### src/design/assert_macros.svh
// ----------------------------------------------------------------------------
// Assertion macros
// Concurrent assertion wrappers used by the play sequencer core.
// ----------------------------------------------------------------------------
`ifndef ASSERT_MACROS_SVH
`define ASSERT_MACROS_SVH
`ifndef SYNTH
// Clocked check, switched off while reset is high.
`define CPS_ASSERT(lbl, clk, rst, prop, msg) \
  lbl: assert property (@(posedge clk) disable iff (rst) prop) else $error(msg);
// Clocked check that also holds through reset.
`define CPS_ASSERT_NR(lbl, clk, prop, msg) \
  lbl: assert property (@(posedge clk) prop) else $error(msg);
`else
`define CPS_ASSERT(lbl, clk, rst, prop, msg)
`define CPS_ASSERT_NR(lbl, clk, prop, msg)
`endif
`endif

### src/design/cps_pkg.sv
// ----------------------------------------------------------------------------
// Play sequencer package
// Phase codes, opcodes, register indexes and the beat structures.
// ----------------------------------------------------------------------------
package cps_pkg;

  // Machine phases, numbered as reported on machine_state.
  typedef enum logic [2:0] {
    PH_IDLE       = 3'd0,
    PH_CREDIT     = 3'd1,
    PH_SCREEN     = 3'd2,
    PH_WAIT_STICK = 3'd3,
    PH_RUNNING    = 3'd4,
    PH_WAIT_PRIZE = 3'd5,
    PH_FREEPLAY   = 3'd6,
    PH_MAPPING    = 3'd7
  } phase_t;

  // Input opcodes.
  localparam logic [1:0] OP_UPDATE   = 2'd0;
  localparam logic [1:0] OP_COIN     = 2'd1;
  localparam logic [1:0] OP_FREEPLAY = 2'd2;

  // Stick mapper progress code that ends mapping.
  localparam logic [1:0] MAP_COMPLETE = 2'd2;

  // Configuration register indexes.
  localparam logic [1:0] REG_CREDIT_PULSE = 2'd0;
  localparam logic [1:0] REG_SCREEN_HOLD  = 2'd1;
  localparam logic [1:0] REG_PLAY_TIMEOUT = 2'd2;
  localparam logic [1:0] REG_PRIZE_WAIT   = 2'd3;

  // Configuration register file contents.
  typedef struct packed {
    logic [15:0] credit_pulse_ms;
    logic [15:0] ready_hold_ms;
    logic [19:0] play_timeout_ms;
    logic [15:0] chute_wait_ms;
  } cfg_t;

  // One captured input beat; the stick lines are already reduced to one flag.
  typedef struct packed {
    logic [1:0]  opcode;
    logic [31:0] now_ms;
    logic        config_click;
    logic        freeplay_click;
    logic        start_pressed;
    logic        sticks;
    logic        claw_button;
    logic        prize_sensor;
    logic [1:0]  mapping_result;
  } item_t;

  // One result beat.
  typedef struct packed {
    logic [2:0]  machine_state;
    logic        credit_relay;
    logic        motors_enabled;
    logic        freeplay_active;
    logic        send_start_button;
    logic        send_ready;
    logic        send_start;
    logic        send_claw;
    logic        begin_mapping;
    logic        game_over;
    logic        game_won;
    logic [31:0] game_duration_ms;
  } result_t;

endpackage

### src/design/coin_op_play_sequencer.sv
// An accepted beat waits in the input register; its result is registered and drives out_valid.
// Throughput: one beat per cycle; the input register and the result register each
// hold one beat, and the input stalls only while a held result is itself stalled.
// Reset (synchronous, rst high) empties both registers, puts the sequencer in idle
// with freeplay off and entry pending, and restores the default timing registers.
// ----------------------------------------------------------------------------
// Coin-op play sequencer
// Claw machine game sequencer with APB timing registers and stall handshakes.
// ----------------------------------------------------------------------------
module coin_op_play_sequencer #(
  parameter int STICK_LINES = 4,
  parameter int TIME_BITS   = 32
) (
  input  logic                   clk,
  input  logic                   rst,
  // Configuration port.
  input  logic                   psel,
  input  logic                   penable,
  input  logic                   pwrite,
  input  logic [3:0]             paddr,
  input  logic [31:0]            pwdata,
  output logic [31:0]            prdata,
  output logic                   pready,
  // Input channel.
  input  logic                   in_valid,
  output logic                   in_stall,
  input  logic [1:0]             opcode,
  input  logic [31:0]            now_ms,
  input  logic                   config_click,
  input  logic                   freeplay_click,
  input  logic                   start_pressed,
  input  logic [STICK_LINES-1:0] stick_active,
  input  logic                   claw_button,
  input  logic                   prize_sensor,
  input  logic [1:0]             mapping_result,
  // Output channel.
  output logic                   out_valid,
  input  logic                   out_stall,
  output logic [2:0]             machine_state,
  output logic                   credit_relay,
  output logic                   motors_enabled,
  output logic                   freeplay_active,
  output logic                   send_start_button,
  output logic                   send_ready,
  output logic                   send_start,
  output logic                   send_claw,
  output logic                   begin_mapping,
  output logic                   game_over,
  output logic                   game_won,
  output logic [31:0]            game_duration_ms
);
  import cps_pkg::*;

  cfg_t    cfg;
  item_t   item;
  item_t   item_in;
  result_t res_comb;
  result_t res;
  logic    in_full;
  logic    out_free;
  logic    fire;
  logic    take;

  // Timing registers.
  cps_regs u_regs (
    .clk     (clk),
    .rst     (rst),
    .psel    (psel),
    .penable (penable),
    .pwrite  (pwrite),
    .paddr   (paddr),
    .pwdata  (pwdata),
    .prdata  (prdata),
    .pready  (pready),
    .cfg     (cfg)
  );

  // Handshake control for the two register stages.
  assign out_free = !out_valid || !out_stall;
  assign fire     = in_full && out_free;
  assign in_stall = in_full && !out_free;
  assign take     = in_valid && !in_stall;

  // Pack the input beat.
  always_comb begin
    item_in.opcode         = opcode;
    item_in.now_ms         = now_ms;
    item_in.config_click   = config_click;
    item_in.freeplay_click = freeplay_click;
    item_in.start_pressed  = start_pressed;
    item_in.sticks         = |stick_active;
    item_in.claw_button    = claw_button;
    item_in.prize_sensor   = prize_sensor;
    item_in.mapping_result = mapping_result;
  end

  // Input register.
  always_ff @(posedge clk) begin
    if (rst) begin
      in_full <= 1'b0;
    end else if (take) begin
      in_full <= 1'b1;
    end else if (fire) begin
      in_full <= 1'b0;
    end
  end

  always_ff @(posedge clk) begin
    if (take) begin
      item <= item_in;
    end
  end

  // Step logic and sequencer state.
  cps_core #(
    .TIME_BITS (TIME_BITS)
  ) u_core (
    .clk    (clk),
    .rst    (rst),
    .step   (fire),
    .item   (item),
    .cfg    (cfg),
    .result (res_comb)
  );

  // Result register.
  always_ff @(posedge clk) begin
    if (rst) begin
      out_valid <= 1'b0;
    end else if (fire) begin
      out_valid <= 1'b1;
    end else if (!out_stall) begin
      out_valid <= 1'b0;
    end
  end

  always_ff @(posedge clk) begin
    if (fire) begin
      res <= res_comb;
    end
  end

  // Unpack the result beat.
  assign machine_state     = res.machine_state;
  assign credit_relay      = res.credit_relay;
  assign motors_enabled    = res.motors_enabled;
  assign freeplay_active   = res.freeplay_active;
  assign send_start_button = res.send_start_button;
  assign send_ready        = res.send_ready;
  assign send_start        = res.send_start;
  assign send_claw         = res.send_claw;
  assign begin_mapping     = res.begin_mapping;
  assign game_over         = res.game_over;
  assign game_won          = res.game_won;
  assign game_duration_ms  = res.game_duration_ms;

endmodule

### src/design/cps_regs.sv
// ----------------------------------------------------------------------------
// Play sequencer configuration registers
// APB write and read access to the four timing registers.
// ----------------------------------------------------------------------------
module cps_regs (
  input  logic          clk,
  input  logic          rst,
  input  logic          psel,
  input  logic          penable,
  input  logic          pwrite,
  input  logic [3:0]    paddr,
  input  logic [31:0]   pwdata,
  output logic [31:0]   prdata,
  output logic          pready,
  output cps_pkg::cfg_t cfg
);
  import cps_pkg::*;

  logic       wr_en;
  logic [1:0] reg_idx;

  assign pready  = 1'b1;
  assign wr_en   = psel && penable && pwrite;
  assign reg_idx = paddr[3:2];

  // Register writes; reset restores the default timings.
  always_ff @(posedge clk) begin
    if (rst) begin
      cfg.credit_pulse_ms <= 16'd500;
      cfg.ready_hold_ms   <= 16'd2000;
      cfg.play_timeout_ms <= 20'd30000;
      cfg.chute_wait_ms   <= 16'd5000;
    end else if (wr_en) begin
      unique case (reg_idx)
        REG_CREDIT_PULSE: cfg.credit_pulse_ms <= pwdata[15:0];
        REG_SCREEN_HOLD:  cfg.ready_hold_ms   <= pwdata[15:0];
        REG_PLAY_TIMEOUT: cfg.play_timeout_ms <= pwdata[19:0];
        REG_PRIZE_WAIT:   cfg.chute_wait_ms   <= pwdata[15:0];
        default: ;
      endcase
    end
  end

  // Read back.
  always_comb begin
    unique case (reg_idx)
      REG_CREDIT_PULSE: prdata = {16'd0, cfg.credit_pulse_ms};
      REG_SCREEN_HOLD:  prdata = {16'd0, cfg.ready_hold_ms};
      REG_PLAY_TIMEOUT: prdata = {12'd0, cfg.play_timeout_ms};
      REG_PRIZE_WAIT:   prdata = {16'd0, cfg.chute_wait_ms};
      default:          prdata = 32'd0;
    endcase
  end

endmodule

### src/design/cps_core.sv
// ----------------------------------------------------------------------------
// Play sequencer core
// Phase state registers and the single-pass step logic for one beat.
// ----------------------------------------------------------------------------
`include "assert_macros.svh"

module cps_core #(
  parameter int TIME_BITS = 32
) (
  input  logic             clk,
  input  logic             rst,
  input  logic             step,
  input  cps_pkg::item_t   item,
  input  cps_pkg::cfg_t    cfg,
  output cps_pkg::result_t result
);
  import cps_pkg::*;

  // State registers.
  phase_t               phase;
  logic                 freeplay;
  logic                 entry_pending;
  logic                 credit_on;
  logic [TIME_BITS-1:0] last_change;
  logic [TIME_BITS-1:0] game_start;

  phase_t               phase_next;
  logic                 freeplay_next;
  logic                 entry_pending_next;
  logic                 credit_on_next;
  logic [TIME_BITS-1:0] last_change_next;
  logic [TIME_BITS-1:0] game_start_next;

  // State after the button clicks of an update pass.
  phase_t               ph_pre;
  logic                 fp_pre;
  logic                 ep_pre;
  logic                 cr_pre;
  logic [TIME_BITS-1:0] lc_pre;

  logic                 upd;
  logic [TIME_BITS-1:0] now_t;
  logic [31:0]          elapsed;
  logic                 credit_done;
  logic                 screen_done;
  logic                 play_done;
  logic                 prize_done;

  assign upd     = (item.opcode == OP_UPDATE);
  assign now_t   = item.now_ms[TIME_BITS-1:0];
  assign elapsed = 32'(now_t - lc_pre);

  assign credit_done = elapsed >= 32'(cfg.credit_pulse_ms);
  assign screen_done = elapsed >= 32'(cfg.ready_hold_ms);
  assign play_done   = item.claw_button || (elapsed > 32'(cfg.play_timeout_ms));
  assign prize_done  = item.prize_sensor || (elapsed >= 32'(cfg.chute_wait_ms));

  // Config click first, then freeplay click, on an update pass.
  always_comb begin
    ph_pre = phase;
    fp_pre = freeplay;
    ep_pre = entry_pending;
    cr_pre = credit_on;
    lc_pre = last_change;
    if (upd) begin
      if (item.config_click) begin
        fp_pre = 1'b0;
        cr_pre = 1'b0;
        ph_pre = PH_MAPPING;
        lc_pre = now_t;
        ep_pre = 1'b1;
      end
      if (item.freeplay_click) begin
        fp_pre = !fp_pre;
        cr_pre = 1'b0;
        ph_pre = fp_pre ? PH_FREEPLAY : PH_IDLE;
        lc_pre = now_t;
        ep_pre = 1'b1;
      end
    end
  end

  // Next state.
  always_comb begin
    phase_next         = ph_pre;
    freeplay_next      = fp_pre;
    entry_pending_next = ep_pre;
    credit_on_next     = cr_pre;
    last_change_next   = lc_pre;
    game_start_next    = game_start;
    unique case (item.opcode)
      OP_COIN: begin
        if (phase == PH_IDLE) begin
          credit_on_next     = 1'b1;
          phase_next         = PH_CREDIT;
          last_change_next   = now_t;
          entry_pending_next = 1'b1;
        end
      end
      OP_FREEPLAY: begin
        freeplay_next      = !freeplay;
        credit_on_next     = 1'b0;
        phase_next         = freeplay ? PH_IDLE : PH_FREEPLAY;
        last_change_next   = now_t;
        entry_pending_next = 1'b1;
      end
      OP_UPDATE: begin
        unique case (ph_pre)
          PH_CREDIT: begin
            if (credit_done) begin
              credit_on_next     = 1'b0;
              phase_next         = fp_pre ? PH_RUNNING : PH_SCREEN;
              last_change_next   = now_t;
              entry_pending_next = 1'b1;
            end
          end
          PH_SCREEN: begin
            entry_pending_next = 1'b0;
            if (screen_done) begin
              phase_next         = PH_WAIT_STICK;
              last_change_next   = now_t;
              entry_pending_next = 1'b1;
            end
          end
          PH_WAIT_STICK: begin
            if (item.sticks) begin
              phase_next         = PH_RUNNING;
              last_change_next   = now_t;
              entry_pending_next = 1'b1;
            end
          end
          PH_FREEPLAY: begin
            entry_pending_next = 1'b0;
            if (item.sticks) begin
              credit_on_next     = 1'b1;
              phase_next         = PH_CREDIT;
              last_change_next   = now_t;
              entry_pending_next = 1'b1;
            end
          end
          PH_RUNNING: begin
            if (ep_pre) begin
              game_start_next    = now_t;
              entry_pending_next = 1'b0;
            end
            if (play_done) begin
              phase_next         = PH_WAIT_PRIZE;
              last_change_next   = now_t;
              entry_pending_next = 1'b1;
            end
          end
          PH_WAIT_PRIZE: begin
            if (prize_done) begin
              phase_next         = fp_pre ? PH_FREEPLAY : PH_IDLE;
              last_change_next   = now_t;
              entry_pending_next = 1'b1;
            end
          end
          PH_MAPPING: begin
            if (item.mapping_result == MAP_COMPLETE) begin
              phase_next         = PH_IDLE;
              last_change_next   = now_t;
              entry_pending_next = 1'b1;
            end
          end
          default: ;
        endcase
      end
      default: ;
    endcase
  end

  // Result beat.
  always_comb begin
    result.machine_state     = phase_next;
    result.credit_relay      = credit_on_next;
    result.motors_enabled    = (phase_next == PH_RUNNING);
    result.freeplay_active   = freeplay_next;
    result.send_start_button = upd && item.start_pressed;
    result.begin_mapping     = upd && item.config_click;
    result.send_ready        = upd && ep_pre &&
                               ((ph_pre == PH_SCREEN) || (ph_pre == PH_FREEPLAY));
    result.send_start        = upd && ep_pre && (ph_pre == PH_RUNNING);
    result.send_claw         = upd && (ph_pre == PH_RUNNING) && play_done;
    result.game_over         = upd && (ph_pre == PH_WAIT_PRIZE) && prize_done;
    result.game_won          = result.game_over && item.prize_sensor;
    result.game_duration_ms  = result.game_over ? 32'(now_t - game_start) : 32'd0;
  end

  // State update on every beat that passes through the core.
  always_ff @(posedge clk) begin
    if (rst) begin
      phase         <= PH_IDLE;
      freeplay      <= 1'b0;
      entry_pending <= 1'b1;
      credit_on     <= 1'b0;
      last_change   <= '0;
      game_start    <= '0;
    end else if (step) begin
      phase         <= phase_next;
      freeplay      <= freeplay_next;
      entry_pending <= entry_pending_next;
      credit_on     <= credit_on_next;
      last_change   <= last_change_next;
      game_start    <= game_start_next;
    end
  end

  // The relay is only energized during the credit pulse.
  `CPS_ASSERT(a_credit_phase, clk, rst, credit_on |-> phase == PH_CREDIT, "relay on outside credit")
  // Freeplay never coexists with idle or mapping, and the freeplay phase needs the flag.
  `CPS_ASSERT(a_fp_phase, clk, rst, (!freeplay || (phase != PH_IDLE && phase != PH_MAPPING)) && (phase != PH_FREEPLAY || freeplay), "freeplay flag and phase disagree")
  // A game can only end out of the wait-prize phase.
  `CPS_ASSERT(a_over_src, clk, rst, (step && result.game_over) |-> phase == PH_WAIT_PRIZE, "game over outside wait prize")
  // The phase only moves on a beat.
  `CPS_ASSERT(a_hold, clk, rst, !step |=> $stable(phase), "phase changed without a beat")
  // Reset returns the sequencer to idle.
  `CPS_ASSERT_NR(a_reset, clk, rst |=> phase == PH_IDLE, "phase not idle after reset")

endmodule

### config.mk
export PLATFORM = sky130hd
export DESIGN_NAME = coin_op_play_sequencer
export DESIGN_NICKNAME = d
export VERILOG_FILES = /design/src/design/cps_pkg.sv /design/src/design/coin_op_play_sequencer.sv /design/src/design/cps_regs.sv /design/src/design/cps_core.sv
export VERILOG_INCLUDE_DIRS = /design/src /design/src/design
export SDC_FILE = /design/constraint.sdc
export NUM_CORES = 1
export LEC_CHECK = 0
export ABC_AREA = 1
export ABC_CLOCK_PERIOD_IN_PS = 6740
export CORE_ASPECT_RATIO = 1.75
export CORE_MARGIN = 3
export CORE_UTILIZATION = 35
export DETAILED_ROUTE_END_ITERATION = 10
export DONT_BUFFER_PORTS = 1
export HOLD_SLACK_MARGIN = 0.06
export RECOVER_POWER = 50
export SYNTH_ARGS = -nofsm -noshare
export SYNTH_HDL_FRONTEND = slang
export SYNTH_SLANG_ARGS = --single-unit
### constraint.sdc
create_clock -name clk -period 6.74 [get_ports clk]
set_input_delay 1.011 -clock clk [delete_from_list [all_inputs] [get_ports clk]]
set_output_delay 1.011 -clock clk [all_outputs]
set_load 0.01 [all_outputs]
==> impl_results.md, run 1 <==
- Total global routing overflow: 0
- Worst-path maximum fanout: 31
- Gate Count Post-Synth: approximately 2800
- H-tree levels: 1
- Unique masters post-synth: 53
- CTS tree: yes
- FP Rows: 110
- Drt via density: 5.226
- Die width: 178.8 µm
- Setup crit start kind: register
- Outcome: finished with violations
- Largest net degree at the start of global routing: 91
- ANT cells: 0
- Data required, critical path: 7.20 ns
- Hold crit path type: reg -> reg
- Vias in the first global route: 17020
- Pwr Density: 217.1 nW/µm²
- Hold Fails Final Rpt: 0
- VDD IR max: slightly above 0.2 mV
- Starting Density: 0.3545
- Worst stage delay on the critical path: 0.73 ns
- Most frequent cells in the layout: nand2_1, inv_1, a21oi_1
- Max Cap Viol: 4
- Syn. warnings: 0
- Final slew viol count: 222
- Drt wl/cell: 17.42 µm
- Slew margin rel.: -1.394
- First drt pass iteration count: 5
- Achievable frequency: 0.1624 GHz
- DRT antenna net count: 0
- Final #Nets: 3011
- Asr flop ratio synth: 0
- Setup violations, final: 0
- Crit path time final: 6.157 ns
- Cell mode on critical path: nand2_1
- Worst-margin pin slew: around 3.6 ns
- Critical path class: reg -> reg
- Worst-path clk slew: 0.07 ns
- Global-route wire length before repair: between 90000 and 100000 µm
- GPL Wtd Cong: 0.9465
- Seq/Total Area, Yosys: 0.2959
- Resize count post-CTS: 0
- Final wirelength: 60630 µm
- Worst skew pair latency: 0.58 ns
- Most common cell after layout, fill and taps aside: nand2_1
- FILL cells: 5579
- CP max-delay cell: o21ai_4
- DR DRC count: 0
- Initial antenna violation count: 1
- Layout Cell Area excl Fill: 19760 µm²
- # IOs: 168
- GRT Util Overall: 0.2133
- Main synth FF type: dfxtp_1
- Area delta synth->final: 7.993%
- Crit path DAT: 6.62 ns
- Post-CTS Setup Repair Bufs: 0
- Post-Place Cell Area: 18960 µm²
- Number of synthesized flops with an enable pin: 87
- DRT iter0 DRCs: 1254
- Total number of vias: 18190
- Leakage: 9.126 nW
- Inserted Clock Buffers: 25
- Post-Syn Area per Cell: 6.457 µm²
- # port buffers: 0
- Post-synthesis sequential element count: 227
- Die Height: about 310 µm
- Ratio of cells with drive above 1 in the final layout: 0.05126
- CTS Hold Bufs: 0
- Worst clock skew: 0.02887 ns
- Clock root buffer: clkbuf_16
- Core Region: 51610 µm²
- CTS Sinks: 227
- Failing checks: max-capacitance violations, max-slew violations
- Max Buffers Root-to-Sink: 3
- Synth Cell Area: 18300 µm²
- RSZ-0062 raised after global routing: false
- Fin Setup TNS: 0 ns
- Critical path capture point type: register
- Final HPWL DP: 44170 µm
- Die area: 55170 µm²
- Final Cycle Share: 0.9135
## flip-flops by register name, indices dropped and copies added (netlist names)
register and count:
u_regs.cfg 68, item 42, game_duration_ms 32, u_core.game_start 32, u_core.last_change 32, machine_state 3, u_core.phase 3, begin_mapping 1
credit_relay 1, freeplay_active 1, game_over 1, game_won 1, in_full 1, motors_enabled 1, out_valid 1, send_claw 1
send_ready 1, send_start 1, send_start_button 1, u_core.credit_on 1, u_core.entry_pending 1, u_core.freeplay 1
## report_power, final
group          total [mW]  switching, mW  internal, mW
Sequential           1.53         0.0482          1.48
Clock                1.40          0.620         0.780
Combinational        1.36          0.924         0.437
Total                4.29           1.59          2.70
## layout make-up
type / instances / area [µm²] / share of cell area
multi-input cells: 2028 / 10610 / 0.5368
inverters: 469 / 1760 / 0.08908
well taps: 672 / 840.8 / 0.04255
clock buffers: 37 / 753.2 / 0.03812
repair buffers: 39 / 319.1 / 0.01615
flip-flops and latches: 227 / 5415 / 0.2740
clock inverters: 9 / 65.06 / 0.003292
## worst max-delay path, delay by kind of cell (launching register included)
family	cells	cell delay [ns]
and+or+nand+nor	20	2.29
adders and majority gates	2	0.74
AOI/OAI and AO/OA	5	1.36
DFF	1	0.45
buffers and inverters	5	0.78
xor gates and xnor gates	1	0.41
## cells by family after synthesis
family	count (synthesis)	synth area share
buf+inv	590	0.1278
fa+ha+maj	133	0.09176
other cells	2	0.0004104
xor+xnor	32	0.01532
simple gates	1157	0.2584
compound gates	693	0.2104
flops	227	0.2959
## cell usage after synthesis, types with 10 or more instances
master | count | area (µm²)
a211oi_1 | 16 | 120.1
nor3_1 | 22 | 110.1
buf_4 | 17 | 127.6
nand4_1 | 18 | 112.6
xor2_1 | 28 | 245.2
ha_1 | 131 | 1639
or2_2 | 11 | 68.82
a21oi_1 | 304 | 1521
nand3_1 | 122 | 610.6
inv_1 | 459 | 1723
a22oi_1 | 15 | 112.6
nor2_2 | 10 | 62.56
edfxtp_1 | 87 | 2613
o21ai_1 | 19 | 95.09
o22ai_1 | 21 | 131.4
nor2_1 | 180 | 675.7
buf_2 | 12 | 60.06
a21oi_2 | 20 | 175.2
o211ai_1 | 46 | 345.3
o21ai_0 | 220 | 1101
dfxtp_1 | 140 | 2803
clkbuf_1 | 85 | 319.1
nand2_1 | 770 | 2890
## per-layer routing
layer	track usage	part of all wire	up-vias
li1	-	-	9140
met1	0.2362	0.38	8275
met2	0.3813	0.49	606
met3	0.03030	0.062	167
met4	0.1270	0.066	2
met5	0	0.00021	-
## through the flow
stage / hold WS, ns / instances / total power [mW] / setup WS [ns] / utilization
3_5_place_dp: 0.4433 / 3435 / 2.909 / 0.7964 / 0.3674
5_1_grt: 0.4688 / 3481 / 4.556 / 0.1531 / 0.3829
2_1_floorplan: 0.4274 / 2845 / 2.519 / 2.154 / -
6_report: 0.4495 / 3481 / 4.290 / 0.5829 / 0.3829
3_3_place_gp: 0.4369 / 3435 / 2.897 / 0.8048 / 0.3674
4_1_cts: 0.4536 / 3481 / 4.327 / 0.7607 / 0.3832
## worst paths after layout
path                            cells past startpoint                           endpoint                         startpoint  slack, ns
worst min-delay path                                2  u_core.game_start[0]$_SDFFE_PP0P_  u_core.game_start[0]$_SDFFE_PP0P_       0.45
worst min register to register                      2  u_core.game_start[0]$_SDFFE_PP0P_  u_core.game_start[0]$_SDFFE_PP0P_       0.45
worst max register to register                     33       u_core.phase[0]$_SDFFE_PP0P_                  item[7]$_DFFE_PP_       0.58
worst max-delay path                               33       u_core.phase[0]$_SDFFE_PP0P_                  item[7]$_DFFE_PP_       0.58
(Power assumes the default switching activity.)
==> run 2: changes to the inputs <==
Settings changed: RECOVER_POWER 50 to 100, SETUP_SLACK_MARGIN set to 0.2.
==> run 2 against run 1 <==
  * Clock skew barely moved
  * Largest cell class unchanged
  * Critical path depth unchanged
  * The run still ends with max-capacitance violations, max-slew violations left
  * First-iteration DRC count grew 4.1%
==> impl_results.md, run 2 (synthesis gave the netlist of run 1 again) <==
- Psw: 1.588 mW (-0.26%)
- ANT cells: 0 (unchanged)
- Crit path time final: 6.137 ns (-0.01989 ns)
- # port buffers: 0 (unchanged)
- Worst skew pair latency: 0.58 ns (about the same)
- VDD IR max: 0.2069 mV (about the same)
- Final wirelength: 60640 µm (about the same)
- Die area: 55170 µm² (unchanged)
- Global-route wire length before repair: 92720 µm (unchanged)
- Largest net degree at the start of global routing: 91 (unchanged)
- Hold crit path type: reg -> reg
- GRT Util Overall: 0.2133 (unchanged)
- Failing checks: max-capacitance violations, max-slew violations
- Hold Fails Final Rpt: 0 (unchanged)
- CTS Hold Bufs: 0 (unchanged)
- DR DRC count: 0 (unchanged)
- DRT iter0 DRCs: 1306 (+4.1%)
- CTS Sinks: 227 (unchanged)
- Critical path class: reg -> reg
- Final #Nets: 3011 (unchanged)
- Largest registers: u_regs.cfg (68), item (42)
- Die width: 178.8 µm (unchanged)
- First drt pass iteration count: 6 (+1)
- Drt via density: 5.218 (-0.14%)
- Final hold slack: 0.4491 ns (-0.0003640 ns)
- Drt wl/cell: 17.42 µm (about the same)
- DRT antenna net count: 0 (unchanged)
- Slew margin rel.: -1.387 (+0.006660)
- Top reg by flops: u_regs.cfg
- Combinational share of power: 0.316 (about the same)
- GPL Wtd Cong: 0.9465 (unchanged)
- Resize count post-CTS: 0 (unchanged)
- Setup crit start kind: register
- Post-CTS Setup Repair Bufs: 0 (unchanged)
- Fin Setup TNS: 0 ns (unchanged)
- Clock power share: 0.326 (about the same)
- Pint: 2.694 mW (-0.14%)
- Area delta synth->final: 7.836%
- Worst-margin pin slew: 3.581 ns (-0.009987 ns)
- Achievable frequency: 0.1629 GHz (+0.32%)
- Worst clock skew: 0.02845 ns (-0.0004222 ns)
- Worst-path clk slew: 0.07 ns (about the same)
- Cell mode on critical path: nand2_1
- Crit path DAT: 6.60 ns (-0.02 ns)
- FP Rows: 110 (unchanged)
- CTS tree: yes
- Starting Density: 0.3545 (unchanged)
- Critical path capture point type: register
- Vias in the first global route: 17020 (unchanged)
- Worst stage delay on the critical path: 0.72 ns (about the same)
- Outcome: finished with violations
- Final Cycle Share: 0.9106 (-0.002952)
- Initial antenna violation count: 1 (unchanged)
- Most common cell after layout, fill and taps aside: nand2_1
- Max Cap Viol: 6 (+2)
- Total global routing overflow: 0 (unchanged)
- Final HPWL DP: 44170 µm (unchanged)
- Clock root buffer: clkbuf_16
- Max Buffers Root-to-Sink: 3 (unchanged)
- Worst-path maximum fanout: 31 (unchanged)
- Inserted Clock Buffers: 25 (unchanged)
- Most frequent cells in the layout: nand2_1, inv_1, a21oi_1
- Die Height: 308.5 µm (unchanged)
- Core Region: 51610 µm² (unchanged)
- Net Sw Frac: 0.3708 (about the same)
- CP max-delay cell: o21ai_4
- Ratio of cells with drive above 1 in the final layout: 0.04984 (-0.001424)
- H-tree levels: 1 (unchanged)
- RSZ-0062 raised after global routing: false
- Pwr Density: 217.0 nW/µm² (about the same)
- Max reg flops: 68 (unchanged)
- Data required, critical path: 7.20 ns (about the same)
- Seq pwr share: 0.357 (about the same)
- Total number of vias: 18160 (-0.14%)
- Setup violations, final: 0 (unchanged)
- # IOs: 168 (unchanged)
- Final slew viol count: 359 (+62%)
- Leakage: 9.120 nW (about the same)
-- run 2: path summary, 6_finish.rpt --
| kind | from | endpoint | slack [ns] | cells past startpoint |
|---|---|---|---|---|
| worst max-delay path | item[7]$_DFFE_PP_ | u_core.phase[0]$_SDFFE_PP0P_ | 0.60 | 33 |
| worst max register to register | item[7]$_DFFE_PP_ | u_core.phase[0]$_SDFFE_PP0P_ | 0.60 | 33 |
| worst min register to register | u_core.game_start[0]$_SDFFE_PP0P_ | u_core.game_start[0]$_SDFFE_PP0P_ | 0.45 | 2 |
| worst min-delay path | u_core.game_start[0]$_SDFFE_PP0P_ | u_core.game_start[0]$_SDFFE_PP0P_ | 0.45 | 2 |
-- run 2: worst max-delay path, delay by kind of cell, from the launching register on --
family | cells | cell delay [ns]
adders and majority gates | 2 | 0.74
and+or+nand+nor | 20 | 2.31
buffers and inverters | 5 | 0.79
DFF | 1 | 0.45
xor gates and xnor gates | 1 | 0.39
AOI/OAI and AO/OA | 5 | 1.34
-- run 2: layout make-up --
class	count	area, µm²
clock inverters	9	65.06
well taps	672	840.8
flip-flops and latches	227	5415
clock buffers	37	753.2
fillers	5584	31880
repair buffers	39	304.0
inverters	469	1760
multi-input cells	2028	10590
-- run 2: routing by layer --
metal	vias to the layer above	routed length, µm	track usage
li1	9138	-	-
met3	175	3876	0.03030
met5	-	13	0
met2	633	29850	0.3813
met4	2	4058	0.1270
met1	8216	22840	0.2362
-- run 2: power groups by stage --
stage | registers (mW) | logic, mW | clock network (mW)
finish | 1.53 | 1.36 | 1.40
global route | 1.53 | 1.53 | 1.49
CTS | 1.53 | 1.36 | 1.44
detailed placement | 1.56 | 1.35 | 0
global placement | 1.56 | 1.34 | 0
floorplan | 1.54 | 0.975 | 0
-- run 2: stage by stage --
stage / cells / setup WS [ns] / total power [mW] / instance area (µm²) / utilization
3_3_place_gp: 3435 / 0.8048 / 2.897 / 18960 / 0.3674
3_5_place_dp: 3435 / 0.7964 / 2.909 / 18960 / 0.3674
5_1_grt: 3481 / 0.1331 / 4.548 / 19730 / 0.3823
2_1_floorplan: 2845 / 2.154 / 2.519 / 18340 / -
4_1_cts: 3481 / 0.7607 / 4.327 / 19780 / 0.3832
6_report: 3481 / 0.6028 / 4.282 / 19730 / 0.3823
==> run 3: changes to the inputs <==
Settings changed: CORE_MARGIN 3 to unset.
==> run 3 against run 2 <==
  * The run still ends with max-capacitance violations, max-slew violations left
  * Non-clock buffer count rose by 5
  * Final cell count up 0.20%
  * Wire length is 0.66% higher
  * Critical endpoint is now game_duration_ms[13]$_SDFFCE_PN0P_
  * Maximum frequency is 1.7% higher
  * Register-to-register slack gained 0.10 ns
  * Power is 2.1% higher
==> impl_results.md, run 3 (synthesis gave the netlist of run 1 again) <==
- Worst clock skew: 0.02512 ns (-0.003327 ns)
- Hold crit path type: reg -> reg
- Ratio of cells with drive above 1 in the final layout: 0.04972 (-0.0001239)
- Final worst setup slack: 0.7067 ns (+0.1039 ns)
- Worst-path clk slew: 0.06 ns (about the same)
- Outcome: finished with violations
- Inserted Clock Buffers: 26 (+4.0%)
- Core Region: 51470 µm² (-0.27%)
- Failing checks: max-capacitance violations, max-slew violations
- Worst-path maximum fanout: 44 (+42%)
- Resize count post-CTS: 0 (unchanged)
- Area of the multi-input gates: 10590 µm² (about the same)
- Data required, critical path: 7.03 ns (-0.17 ns)
- VDD IR max: 0.2004 mV (-3.1%)
- Total global routing overflow: 0 (unchanged)
- Max Buffers Root-to-Sink: 3 (unchanged)
- Hold Fails Final Rpt: 0 (unchanged)
- Clock root buffer: clkbuf_16
- Starting Density: 0.3555 (+0.0009480)
- Setup violations, final: 0 (unchanged)
- Cell mode on critical path: nand2_1
- Final Cycle Share: 0.8951 (-0.01542)
- Total number of vias: 18210 (+0.24%)
- Max reg flops: 68 (unchanged)
- Post-CTS Setup Repair Bufs: 0 (unchanged)
- DR DRC count: 0 (unchanged)
- GPL Wtd Cong: 0.9261 (-2.2%)
- # IOs: 168 (unchanged)
- Final HPWL DP: 44010 µm (-0.36%)
- CP max-delay cell: ha_1
- Drt wl/cell: 17.50 µm (+0.46%)
- CTS tree: yes
- RSZ-0062 raised after global routing: false
- H-tree levels: 1 (unchanged)
- Max Cap Viol: 7 (+1)
- Most frequent cells in the layout: nand2_1, inv_1, a21oi_1
- Area delta synth->final: 8.315%
- Pwr Density: 220.5 nW/µm² (+1.6%)
- Fin Setup TNS: 0 ns (unchanged)
- Worst skew pair latency: 0.58 ns (about the same)
- Flip-flop and latch area: 5415 µm² (unchanged)
- Top reg by flops: u_regs.cfg
- Leakage: 9.157 nW (+0.40%)
- CTS Hold Bufs: 0 (unchanged)
- Slew margin rel.: -1.450 (-0.06299)
- Final slew viol count: 378 (+5.3%)
- ANT cells: 0 (unchanged)
- Crit path time final: 6.033 ns (-0.1039 ns)
- Fin util: 0.3851 (+0.002724)
- Initial antenna violation count: 0 (-1)
- Die area: 53240 µm² (-3.5%)
- Global-route wire length before repair: 94610 µm (+2.0%)
- Critical path class: reg -> reg
- Worst stage delay on the critical path: 0.52 ns (-0.20 ns)
- Final Power: 4.370 mW (+2.1%)
- DRT iter0 DRCs: 1376 (+5.4%)
- Post-Place Cell Area: 19000 µm² (+0.22%)
- # port buffers: 0 (unchanged)
- DRT antenna net count: 0 (unchanged)
- Achievable frequency: 0.1657 GHz (+1.7%)
- Largest net degree at the start of global routing: 91 (unchanged)
- CTS Sinks: 227 (unchanged)
- FILL cells: 5648 (+1.1%)
- Worst-margin pin slew: 3.675 ns (+0.09448 ns)
- Final #Nets: 3017 (+0.20%)
- Vias in the first global route: 17110 (+0.56%)
- First drt pass iteration count: 6 (unchanged)
- Drt via density: 5.220 (about the same)
- Setup crit start kind: register
- Die width: 174.8 µm (-2.2%)
- Largest registers: u_regs.cfg (68), item (42)
- Die Height: 304.5 µm (-1.3%)
- Critical path capture point type: register
- Most common cell after layout, fill and taps aside: nand2_1
- Final wirelength: 61040 µm (+0.66%)
- Crit path DAT: 6.32 ns (-0.28 ns)
- Layout Cell Area excl Fill: 19820 µm² (+0.44%)
- Place WS: 0.9423 ns (+0.1459 ns)
- FP Rows: 110 (unchanged)
- GRT Util Overall: 0.2259 (+0.01263)
run 3: metal layers:
layer	up-vias	track usage	routed length (µm)
met5	-	0	0
met4	0	0.1337	3766
met3	171	0.02707	3634
met2	637	0.4047	29950
met1	8265	0.2537	23680
li1	9135	-	-
run 3: path summary, 6_finish.rpt:
check / from / endpoint / slack (ns) / depth (start not counted)
worst min register to register: u_core.game_start[31]$_SDFFE_PP0P_ / u_core.game_start[31]$_SDFFE_PP0P_ / 0.46 / 2
worst max register to register: item[40]$_DFFE_PP_ / game_duration_ms[13]$_SDFFCE_PN0P_ / 0.71 / 25
worst max-delay path: item[40]$_DFFE_PP_ / game_duration_ms[13]$_SDFFCE_PN0P_ / 0.71 / 25
worst min-delay path: u_core.game_start[31]$_SDFFE_PP0P_ / u_core.game_start[31]$_SDFFE_PP0P_ / 0.46 / 2
run 3: final cells by class:
type / instances / area share
Clock inverter: 21 / 0.009974
Multi-Input combinational cell: 2028 / 0.5342
Inverter: 469 / 0.08882
Sequential cell: 227 / 0.2732
Timing Repair Buffer: 44 / 0.01730
Clock buffer: 27 / 0.03409
Tap cell: 672 / 0.04242
run 3: where the power goes:
| part | switching (mW) | leakage (nW) | internal (mW) |
|---|---|---|---|
| clock | 0.636 | 0.420 | 0.845 |
| combinational | 0.924 | 6.75 | 0.438 |
| sequential | 0.0459 | 1.99 | 1.48 |
| total | 1.61 | 9.16 | 2.76 |
run 3: critical path, delay by kind of cell (launching register included):
kind / cells / cell delay (ns)
XOR/XNOR: 1 / 0.45
AO/OA/AOI/OAI: 5 / 1.21
adder cells (fa/ha/maj): 2 / 0.86
flip-flops: 1 / 0.47
buffers and inverters: 4 / 0.93
AND/OR/NAND/NOR: 13 / 1.80
run 3: per-stage QoR:
stage / cells / hold WS (ns)
2_1_floorplan: 2845 / 0.4274
3_3_place_gp: 3440 / 0.4367
3_5_place_dp: 3440 / 0.4482
4_1_cts: 3488 / 0.4573
5_1_grt: 3488 / 0.4750
6_report: 3488 / 0.4573
